==> config.mk <==
export PLATFORM = sky130hd
export DESIGN_NAME = sorted_huffman_code_builder_unit_flat
export DESIGN_NICKNAME = d
export VERILOG_FILES = /design/src/rtl/shcb_pkg.sv /design/src/rtl/shcb_in_if.sv /design/src/rtl/shcb_out_if.sv /design/src/rtl/shcb_front.sv /design/src/rtl/shcb_back.sv /design/src/rtl/sorted_huffman_code_builder_unit.sv /design/src/flat_wrapper.sv
export SDC_FILE = /design/constraint.sdc
export NUM_CORES = 2
export LEC_CHECK = 0
export BUFFER_PORTS_ARGS = -buffer_cell sky130_fd_sc_hd__buf_2
export CORE_ASPECT_RATIO = 2
export CORE_MARGIN = 5
export CORE_UTILIZATION = 40
export CTS_CLUSTER_SIZE = 10
export DETAILED_ROUTE_END_ITERATION = 8
export PLACE_DENSITY = 0.67
export SKIP_CTS_REPAIR_TIMING = 1
export SLEW_MARGIN = 30
export SYNTH_ARGS = -nofsm -noshare
export SYNTH_HDL_FRONTEND = slang
export SYNTH_HIERARCHICAL = 1
export SYNTH_SLANG_ARGS = --single-unit
==> constraint.sdc <==
create_clock -name i_clk -period 12.07 [get_ports i_clk]
set_clock_uncertainty 0.05 [all_clocks]
set_input_delay 0.6035 -clock i_clk [delete_from_list [all_inputs] [get_ports i_clk]]
set_output_delay 0.6035 -clock i_clk [all_outputs]
set_load 0.05 [all_outputs]
==> src/rtl/shcb_pkg.sv <==
// Shared widths, defaults and the front-to-back queue entry of the Huffman code builder.
package shcb_pkg;

    localparam int MAX_SYMBOLS_DEF = 16;
    localparam int SYM_W           = 8;
    localparam int FREQ_W          = 16;
    localparam int CODE_W          = 15;
    localparam int LEN_W           = 4;
    localparam int LEN_MAX         = 15;

    typedef struct packed {
        logic [SYM_W-1:0]  symbol;
        logic [FREQ_W-1:0] frequency;
        logic              last;
        logic              keep;
    } t_q_item;

endpackage

==> src/rtl/shcb_in_if.sv <==
// Request channel carrying one symbol and its frequency.
interface shcb_in_if;
    import shcb_pkg::*;

    logic              valid;
    logic              ready;
    logic [SYM_W-1:0]  symbol;
    logic [FREQ_W-1:0] frequency;
    logic              last_symbol;

    modport source(output valid, output symbol, output frequency, output last_symbol,
                   input ready);
    modport sink(input valid, input symbol, input frequency, input last_symbol,
                 output ready);
endinterface

==> src/rtl/shcb_out_if.sv <==
// Result channel carrying one symbol with its code and length.
interface shcb_out_if;
    import shcb_pkg::*;

    logic              valid;
    logic              ready;
    logic [SYM_W-1:0]  code_symbol;
    logic [CODE_W-1:0] code_bits;
    logic [LEN_W-1:0]  code_length;
    logic              last_code;

    modport source(output valid, output code_symbol, output code_bits,
                   output code_length, output last_code, input ready);
    modport sink(input valid, input code_symbol, input code_bits,
                 input code_length, input last_code, output ready);
endinterface

==> src/rtl/shcb_front.sv <==
// Front end: accept requests, mark overflow symbols, buffer them in a two-entry queue.
module shcb_front #(
    parameter int MAX_SYMBOLS = shcb_pkg::MAX_SYMBOLS_DEF
) (
    input  logic              i_clk,
    input  logic              i_rst_n,
    shcb_in_if.sink           i_in,
    output logic              o_q_valid,
    output shcb_pkg::t_q_item o_q_item,
    input  logic              i_q_ready
);
    import shcb_pkg::*;

    localparam int CW = $clog2(MAX_SYMBOLS + 1);

    t_q_item       r_mem [2];
    logic          r_wp, r_rp;
    logic [1:0]    r_fill;
    logic [CW-1:0] r_cnt;
    logic          w_push, w_pop;
    t_q_item       w_item;

    assign i_in.ready = (r_fill != 2'd2);
    assign w_push     = i_in.valid && i_in.ready;
    assign o_q_valid  = (r_fill != 2'd0);
    assign w_pop      = o_q_valid && i_q_ready;
    assign o_q_item   = r_mem[r_rp];

    always_comb begin
        w_item.symbol    = i_in.symbol;
        w_item.frequency = i_in.frequency;
        w_item.last      = i_in.last_symbol;
        w_item.keep      = (r_cnt < CW'(MAX_SYMBOLS));
    end

    always_ff @(posedge i_clk) begin
        if (w_push) begin
            r_mem[r_wp] <= w_item;
        end
    end

    always_ff @(posedge i_clk) begin
        if (!i_rst_n) begin
            r_wp   <= 1'b0;
            r_rp   <= 1'b0;
            r_fill <= 2'd0;
            r_cnt  <= '0;
        end else begin
            if (w_push) begin
                r_wp <= ~r_wp;
                // count symbols of the current set, saturate when full
                if (i_in.last_symbol) begin
                    r_cnt <= '0;
                end else if (w_item.keep) begin
                    r_cnt <= r_cnt + CW'(1);
                end
            end
            if (w_pop) begin
                r_rp <= ~r_rp;
            end
            r_fill <= r_fill + 2'(w_push) - 2'(w_pop);
        end
    end
endmodule

==> src/rtl/shcb_back.sv <==
// Back end: store leaves, merge with two queues, walk the tree and emit codes.
module shcb_back #(
    parameter int MAX_SYMBOLS = shcb_pkg::MAX_SYMBOLS_DEF
) (
    input  logic              i_clk,
    input  logic              i_rst_n,
    input  logic              i_q_valid,
    input  shcb_pkg::t_q_item i_q_item,
    output logic              o_q_ready,
    shcb_out_if.source        o_out
);
    import shcb_pkg::*;

    localparam int IW = (MAX_SYMBOLS > 1) ? $clog2(MAX_SYMBOLS) : 1;
    localparam int CW = $clog2(MAX_SYMBOLS + 1);
    localparam int WW = FREQ_W + IW;
    localparam int NW = IW + 1;     // node id: merged flag and index
    localparam int DW = IW;

    localparam logic [2:0] ST_LOAD   = 3'd0;
    localparam logic [2:0] ST_TAKE_A = 3'd1;
    localparam logic [2:0] ST_TAKE_B = 3'd2;
    localparam logic [2:0] ST_INIT   = 3'd3;
    localparam logic [2:0] ST_POP    = 3'd4;
    localparam logic [2:0] ST_PUSH   = 3'd5;

    logic [SYM_W-1:0]  r_leaf_sym [MAX_SYMBOLS];
    logic [FREQ_W-1:0] r_leaf_w   [MAX_SYMBOLS];
    logic [WW-1:0]     r_merged_w [MAX_SYMBOLS];
    logic [NW-1:0]     r_child_l  [MAX_SYMBOLS];
    logic [NW-1:0]     r_child_r  [MAX_SYMBOLS];
    logic [NW-1:0]     r_stk_node [MAX_SYMBOLS];
    logic [DW-1:0]     r_stk_dep  [MAX_SYMBOLS];
    logic [CODE_W-1:0] r_stk_code [MAX_SYMBOLS];

    logic [2:0]        r_state;
    logic [CW-1:0]     r_n, r_lh, r_mh, r_mt, r_sp;
    logic [NW-1:0]     r_a, r_pl;
    logic [WW-1:0]     r_wa;
    logic [DW-1:0]     r_pd;
    logic [CODE_W-1:0] r_pc;

    logic              r_o_valid, r_o_last;
    logic [SYM_W-1:0]  r_o_sym;
    logic [CODE_W-1:0] r_o_bits;
    logic [LEN_W-1:0]  r_o_len;

    logic              w_leaf_ok, w_merg_ok, w_take_leaf;
    logic [IW-1:0]     w_lh_idx, w_mh_idx, w_top, w_k;
    logic [WW-1:0]     w_leaf_wx, w_merg_w, w_take_w;
    logic [NW-1:0]     w_take_id, w_node;
    logic [CW:0]       w_remain;
    logic              w_out_free;
    logic [DW-1:0]     w_dep;
    logic [CODE_W-1:0] w_code;

    assign o_q_ready         = (r_state == ST_LOAD);
    assign o_out.valid       = r_o_valid;
    assign o_out.code_symbol = r_o_sym;
    assign o_out.code_bits   = r_o_bits;
    assign o_out.code_length = r_o_len;
    assign o_out.last_code   = r_o_last;
    assign w_out_free        = !r_o_valid || o_out.ready;

    // pick the smaller front, merged queue on a tie
    always_comb begin
        w_lh_idx    = r_lh[IW-1:0];
        w_mh_idx    = r_mh[IW-1:0];
        w_leaf_ok   = (r_lh < r_n);
        w_merg_ok   = (r_mh < r_mt);
        w_leaf_wx   = WW'(r_leaf_w[w_lh_idx]);
        w_merg_w    = r_merged_w[w_mh_idx];
        w_take_leaf = w_leaf_ok && (!w_merg_ok || (w_leaf_wx < w_merg_w));
        w_take_id   = w_take_leaf ? {1'b0, w_lh_idx} : {1'b1, w_mh_idx};
        w_take_w    = w_take_leaf ? w_leaf_wx : w_merg_w;
        w_remain    = (CW + 1)'(r_n - r_lh) + (CW + 1)'(r_mt - r_mh);
        w_top       = IW'(r_sp - CW'(1));
        w_node      = r_stk_node[w_top];
        w_dep       = r_stk_dep[w_top];
        w_code      = r_stk_code[w_top];
        w_k         = w_node[IW-1:0];
    end

    // storage writes
    always_ff @(posedge i_clk) begin
        case (r_state)
            ST_LOAD: begin
                if (i_q_valid && i_q_item.keep) begin
                    r_leaf_sym[r_n[IW-1:0]] <= i_q_item.symbol;
                    r_leaf_w[r_n[IW-1:0]]   <= i_q_item.frequency;
                end
            end
            ST_TAKE_A: begin
                r_a  <= w_take_id;
                r_wa <= w_take_w;
            end
            ST_TAKE_B: begin
                r_child_l[r_mt[IW-1:0]]  <= r_a;
                r_child_r[r_mt[IW-1:0]]  <= w_take_id;
                r_merged_w[r_mt[IW-1:0]] <= r_wa + w_take_w;
            end
            ST_INIT: begin
                r_stk_node[0] <= (r_mt == '0) ? '0 : {1'b1, IW'(r_mt - CW'(1))};
                r_stk_dep[0]  <= '0;
                r_stk_code[0] <= '0;
            end
            ST_POP: begin
                if (r_sp != '0) begin
                    if (w_node[NW-1]) begin
                        // replace top with right child, hold left child for the push
                        r_stk_node[w_top] <= r_child_r[w_k];
                        r_stk_dep[w_top]  <= w_dep + DW'(1);
                        r_stk_code[w_top] <= {w_code[CODE_W-2:0], 1'b1};
                        r_pl <= r_child_l[w_k];
                        r_pd <= w_dep + DW'(1);
                        r_pc <= {w_code[CODE_W-2:0], 1'b0};
                    end else if (w_out_free) begin
                        r_o_sym  <= r_leaf_sym[w_k];
                        r_o_bits <= w_code;
                        r_o_len  <= (32'(w_dep) > LEN_MAX) ? LEN_W'(LEN_MAX) : LEN_W'(w_dep);
                        r_o_last <= (r_sp == CW'(1));
                    end
                end
            end
            ST_PUSH: begin
                r_stk_node[r_sp[IW-1:0]] <= r_pl;
                r_stk_dep[r_sp[IW-1:0]]  <= r_pd;
                r_stk_code[r_sp[IW-1:0]] <= r_pc;
            end
            default: begin
            end
        endcase
    end

    // control
    always_ff @(posedge i_clk) begin
        if (!i_rst_n) begin
            r_state   <= ST_LOAD;
            r_n       <= '0;
            r_lh      <= '0;
            r_mh      <= '0;
            r_mt      <= '0;
            r_sp      <= '0;
            r_o_valid <= 1'b0;
        end else begin
            if (r_o_valid && o_out.ready) begin
                r_o_valid <= 1'b0;
            end
            case (r_state)
                ST_LOAD: begin
                    if (i_q_valid) begin
                        if (i_q_item.keep) begin
                            r_n <= r_n + CW'(1);
                        end
                        if (i_q_item.last) begin
                            r_lh    <= '0;
                            r_mh    <= '0;
                            r_mt    <= '0;
                            r_state <= ST_TAKE_A;
                        end
                    end
                end
                ST_TAKE_A: begin
                    if (w_remain > (CW + 1)'(1)) begin
                        if (w_take_leaf) r_lh <= r_lh + CW'(1);
                        else             r_mh <= r_mh + CW'(1);
                        r_state <= ST_TAKE_B;
                    end else begin
                        r_state <= ST_INIT;
                    end
                end
                ST_TAKE_B: begin
                    if (w_take_leaf) r_lh <= r_lh + CW'(1);
                    else             r_mh <= r_mh + CW'(1);
                    r_mt    <= r_mt + CW'(1);
                    r_state <= ST_TAKE_A;
                end
                ST_INIT: begin
                    r_sp    <= CW'(1);
                    r_state <= ST_POP;
                end
                ST_POP: begin
                    if (r_sp == '0) begin
                        r_n     <= '0;
                        r_state <= ST_LOAD;
                    end else if (w_node[NW-1]) begin
                        r_state <= ST_PUSH;
                    end else if (w_out_free) begin
                        r_o_valid <= 1'b1;
                        r_sp      <= r_sp - CW'(1);
                    end
                end
                ST_PUSH: begin
                    r_sp    <= r_sp + CW'(1);
                    r_state <= ST_POP;
                end
                default: begin
                    r_state <= ST_LOAD;
                end
            endcase
        end
    end
endmodule

==> src/rtl/sorted_huffman_code_builder_unit.sv <==
// Top level of the two-queue Huffman code builder: front queue and build/walk engine.
//
// Send symbols with nondecreasing frequencies, one request each, and mark the
// final one with last_symbol; that request starts the build. The block then
// returns one code per stored symbol, leaves in left-to-right tree order,
// with last_code on the final one. Symbols beyond MAX_SYMBOLS in a set are
// dropped, although a dropped request marked last still starts the build.
// After loading, the build engine performs the n - 1 merges, seeds the walk
// with the root and walks the tree, emitting one code per leaf and descending
// through each internal node; a stalled result port stretches the walk. A two-entry
// request queue lets the next set start arriving while the walk is running.
module sorted_huffman_code_builder_unit #(
    parameter int MAX_SYMBOLS = shcb_pkg::MAX_SYMBOLS_DEF
) (
    input  logic       i_clk,
    input  logic       i_rst_n,
    shcb_in_if.sink    i_in,
    shcb_out_if.source o_out
);
    import shcb_pkg::*;

    // queue between the front and the engine
    logic    w_q_valid;
    logic    w_q_ready;
    t_q_item w_q_item;

    shcb_front #(
        .MAX_SYMBOLS(MAX_SYMBOLS)
    ) u_front (
        .i_clk    (i_clk),
        .i_rst_n  (i_rst_n),
        .i_in     (i_in),
        .o_q_valid(w_q_valid),
        .o_q_item (w_q_item),
        .i_q_ready(w_q_ready)
    );

    shcb_back #(
        .MAX_SYMBOLS(MAX_SYMBOLS)
    ) u_back (
        .i_clk    (i_clk),
        .i_rst_n  (i_rst_n),
        .i_q_valid(w_q_valid),
        .i_q_item (w_q_item),
        .o_q_ready(w_q_ready),
        .o_out    (o_out)
    );
endmodule

==> src/flat_wrapper.sv <==
// flat-port wrapper written by rule: the top's interface ports become plain ports
module sorted_huffman_code_builder_unit_flat import shcb_pkg::*;
#(
    parameter int MAX_SYMBOLS = shcb_pkg::MAX_SYMBOLS_DEF
)
  (i_clk, i_rst_n, i_in_valid, i_in_symbol, i_in_frequency, i_in_last_symbol, i_in_ready, o_out_valid, o_out_code_symbol, o_out_code_bits, o_out_code_length, o_out_last_code, o_out_ready);
  shcb_in_if i_in_i ();
  shcb_out_if o_out_i ();
  input  logic i_clk;
  input  logic i_rst_n;
  input wire logic [$bits(i_in_i.valid)-1:0] i_in_valid;
  input wire logic [$bits(i_in_i.symbol)-1:0] i_in_symbol;
  input wire logic [$bits(i_in_i.frequency)-1:0] i_in_frequency;
  input wire logic [$bits(i_in_i.last_symbol)-1:0] i_in_last_symbol;
  output wire logic [$bits(i_in_i.ready)-1:0] i_in_ready;
  output wire logic [$bits(o_out_i.valid)-1:0] o_out_valid;
  output wire logic [$bits(o_out_i.code_symbol)-1:0] o_out_code_symbol;
  output wire logic [$bits(o_out_i.code_bits)-1:0] o_out_code_bits;
  output wire logic [$bits(o_out_i.code_length)-1:0] o_out_code_length;
  output wire logic [$bits(o_out_i.last_code)-1:0] o_out_last_code;
  input wire logic [$bits(o_out_i.ready)-1:0] o_out_ready;
  assign i_in_i.valid = i_in_valid;
  assign i_in_i.symbol = i_in_symbol;
  assign i_in_i.frequency = i_in_frequency;
  assign i_in_i.last_symbol = i_in_last_symbol;
  assign i_in_ready = i_in_i.ready;
  assign o_out_valid = o_out_i.valid;
  assign o_out_code_symbol = o_out_i.code_symbol;
  assign o_out_code_bits = o_out_i.code_bits;
  assign o_out_code_length = o_out_i.code_length;
  assign o_out_last_code = o_out_i.last_code;
  assign o_out_i.ready = o_out_ready;
  sorted_huffman_code_builder_unit #(.MAX_SYMBOLS(MAX_SYMBOLS)) u_core (.i_clk(i_clk), .i_rst_n(i_rst_n), .i_in(i_in_i), .o_out(o_out_i));
endmodule
==> flow_summary_export.csv <==
group,metric,value,unit
placement,port_buffers,58,
setup_path,r2r-end,"u_core/u_back/r_merged_w[10][19]",
yosys,syn_inst,2662,
job,cap_violations,0,
setup_path,reg2regPathDepth,22,
global_route,gr-usage-all-layers,17.4,%
yosys,synth_area_per_cell,21.1,um^2
min_path,hold_path_depth,1,
floorplanning,dieArea,149000,um^2
drt,wl,129000,um
power_and_ir_drop,p_leak,19.5,nW
drt,num_vias,26800,
clocking,cts_tree,"done",
placement,gp_congestion,0.809,
sta,final.setup.tns,0,ns
sta,whs,0.136,ns
power_and_ir_drop,power_density,208,nW/um^2
drt,drc,0,
yosys,synthesis.area,56300,um^2
setup_path,critPathMaxFanout,52,
yosys,synth.distinct_cells,74,
sta,setup_viol,0,
yosys,synth_common_cells,"edfxtp_1, mux4_2, nor2_1, nand2_1, ha_1",
global_route,grt_max_degree,70,
sta,finalHoldViolCount,0,
sta,tightest_slew,1.09,ns
clocking,path_clk_slew,0.06,ns
power_and_ir_drop,fin_total_pwr,0.0135,W
floorplanning,start_util,40.2,%
sta,drv_slew,0,
floorplanning,io_pins,59,
setup_path,startpoint_type,"flop",
cells_and_area,drive_above_1_share,28.3,%
yosys,synth-edff-count,1376,
power_and_ir_drop,vdd_drop_max,156,uV
yosys,synth_area_leaders,"edfxtp_1, mux4_2, dfxtp_1",
min_path,min_from,"i_in_last_symbol",
drt,firstDrtPassIters,5,
floorplanning,placementRows,194,
setup_path,path_buf_inv,3,
global_route,overflow,0,
run_status,status,"complete, no violations",
cells_and_area,fin_nets,2978,
floorplanning,core_area,140000,um^2
setup_path,worstSetupPathType,"reg -> reg",
global_route,antenna_found_initial,2,
clocking,cts_inserted_buffers,161,
yosys,synth_nets,2768,
setup_path,ff2ff_setup_slack,4.23,ns
sta,post-route-min-period,7.84,ns
sta,period_share,65.0,%
placement,hpwl,77100,um
yosys,yosysMostFrequentCell,"edfxtp_1",
setup_path,arrival,8.22,ns
drt,vias_per_cell,5.60,
sta,relSlewSlack,26.7,%
floorplanning,die_height,540,um
global_route,grt_pass1_wl,190000,um
drt,ant_nets,0,
cells_and_area,final-seq-area,42300,um^2
clocking,htreeDepth,4,
yosys,synth_seq_area_share,75.1,%
sta,max_freq,128,MHz
setup_path,required,12.45,ns
yosys,ys_ff_latch,1423,
clocking,ctsLongestPathBuffers,3,
min_path,hold_end,"u_core/u_front/r_mem[1][1]",
sta,rsz0062_at_grt,"false",
global_route,grt_pass1_vias,28800,
drt,first_iter_violations,2334,
yosys,yosysWarnings,6,
setup_path,path_delay_family,"compound AO/OA/AOI/OAI gates",
setup_path,path_cells,"buf_4 > buf_12 > mux4_2 > mux4_2 > ha_1 > nand4_1 > nor2_1 > a211o_1 > o21bai_1 > a211oi_2 > a21o_2 > buf_4 > mux2_2 > ha_1 > nor3_1 > o211ai_1 > a41oi_1 > o2111ai_1 > a21oi_1 > o21bai_1 > a211oi_1 > xnor2_2",
cells_and_area,multiInputGateArea,13700,um^2
setup_path,critPathCaptureType,"flop",
drt,wl_per_cell,27.0,um
clocking,clockRootBuffer,"clkbuf_16",
setup_path,slowest_delay,0.57,ns
yosys,synthArstFlopShare,0,%
clocking,numClockSinks,1423,
yosys,synth_area_leader_cell,"edfxtp_1",
cells_and_area,final.fill_count,11500,
clocking,insertion_delay,0.79,ns
cells_and_area,area_delta_synth_final,14.8,%
setup_path,cp_slowest_cell,"dfxtp_4",
min_path,hold_path.class,"in -> reg",
yosys,yosys.area.top_type_share,73.4,%
yosys,ys.flop_type,"edfxtp_1",
floorplanning,die_width,275,um
-- logic make-up after synthesis --
family | synth area share, %
AO/OA/AOI/OAI | 2.32
XOR/XNOR | 0.529
adder cells (fa/ha/maj) | 1.86
buffers and inverters | 1.36
flip-flops | 75.1
multiplexers | 16.4
AND/OR/NAND/NOR | 2.45
-- where the power goes --
group | total [W] | internal, W | switching [W]
sequential | 0.00653 | 0.00643 | 0.0000999
clock | 0.00429 | 0.00243 | 0.00186
combinational | 0.00264 | 0.000916 | 0.00172
-- flip-flops by register name, indices dropped and copies added (netlist names), 64 cells and up, named ones only --
signal / cells
u_core/u_back/r_child_l: 80
u_core/u_back/r_child_r: 80
u_core/u_back/r_leaf_sym: 128
u_core/u_back/r_leaf_w: 256
u_core/u_back/r_merged_w: 320
u_core/u_back/r_stk_code: 240
u_core/u_back/r_stk_dep: 64
u_core/u_back/r_stk_node: 80
-- through the flow --
step | area, um^2 | utilization, % | worst slack, ns | std cells
6_report | 64600 | 46.2 | 4.23 | 4790
2_1_floorplan | 56300 | - | 4.18 | 2662
3_3_place_gp | 59300 | 42.4 | 3.88 | 4531
5_1_grt | 64600 | 46.2 | 3.75 | 4790
3_5_place_dp | 59800 | 42.7 | 3.67 | 4546
4_1_cts | 64300 | 46.0 | 3.60 | 4764
-- layout by cell type, fill, tap and decap left out, drive strengths merged, types with 22 or more instances in the layout --
cell         synthesis  layout
nor3                23      23
o21ai               37      37
buf                 64     143
clkbuf              56     198
ha                  66      66
mux4               354     354
mux2                63      63
dlygate4sd3          0      24
nor2                86      86
mux2i               53      53
nand2               73      73
inv                 63      68
a21oi               32      32
a21o                22      22
xnor2               29      29
edfxtp            1376    1376
dfxtp               47      47
-- metal layers --
layer	track usage [%]	vias up	part of all wire [%]
li1	-	11400	-
met1	18.7	14400	34
met2	33.8	802	58
met3	2.57	234	4.2
met4	6.59	0	3.6
met5	0	-	0
-- layout make-up --
type / instances / share of cell area, %
diodes: 1 / 0.00387
clock buffers: 198 / 6.45
clock inverters: 20 / 0.558
inverters: 63 / 0.366
multi-input cells: 1056 / 21.3
flip-flops and latches: 1423 / 65.5
well taps: 1862 / 3.61
repair buffers: 167 / 2.30
-- worst max-delay path by stage --
stage | slack, ns | startpoint | depth (start not counted) | end
after global routing | 3.75 | flop | 22 | u_core/u_back/r_merged_w[13][19]
after global placement | 3.88 | flop | 22 | u_core/u_back/r_merged_w[4][17]
after detailed placement | 3.67 | flop | 22 | u_core/u_back/r_merged_w[6][17]
after CTS | 3.60 | flop | 22 | u_core/u_back/r_merged_w[15][17]
after floorplan | 4.18 | flop | 27 | u_core/u_back/r_merged_w[0][14]
final | 4.23 | flop | 22 | u_core/u_back/r_merged_w[10][19]
No activity file was read; power rests on OpenSTA's default activity.
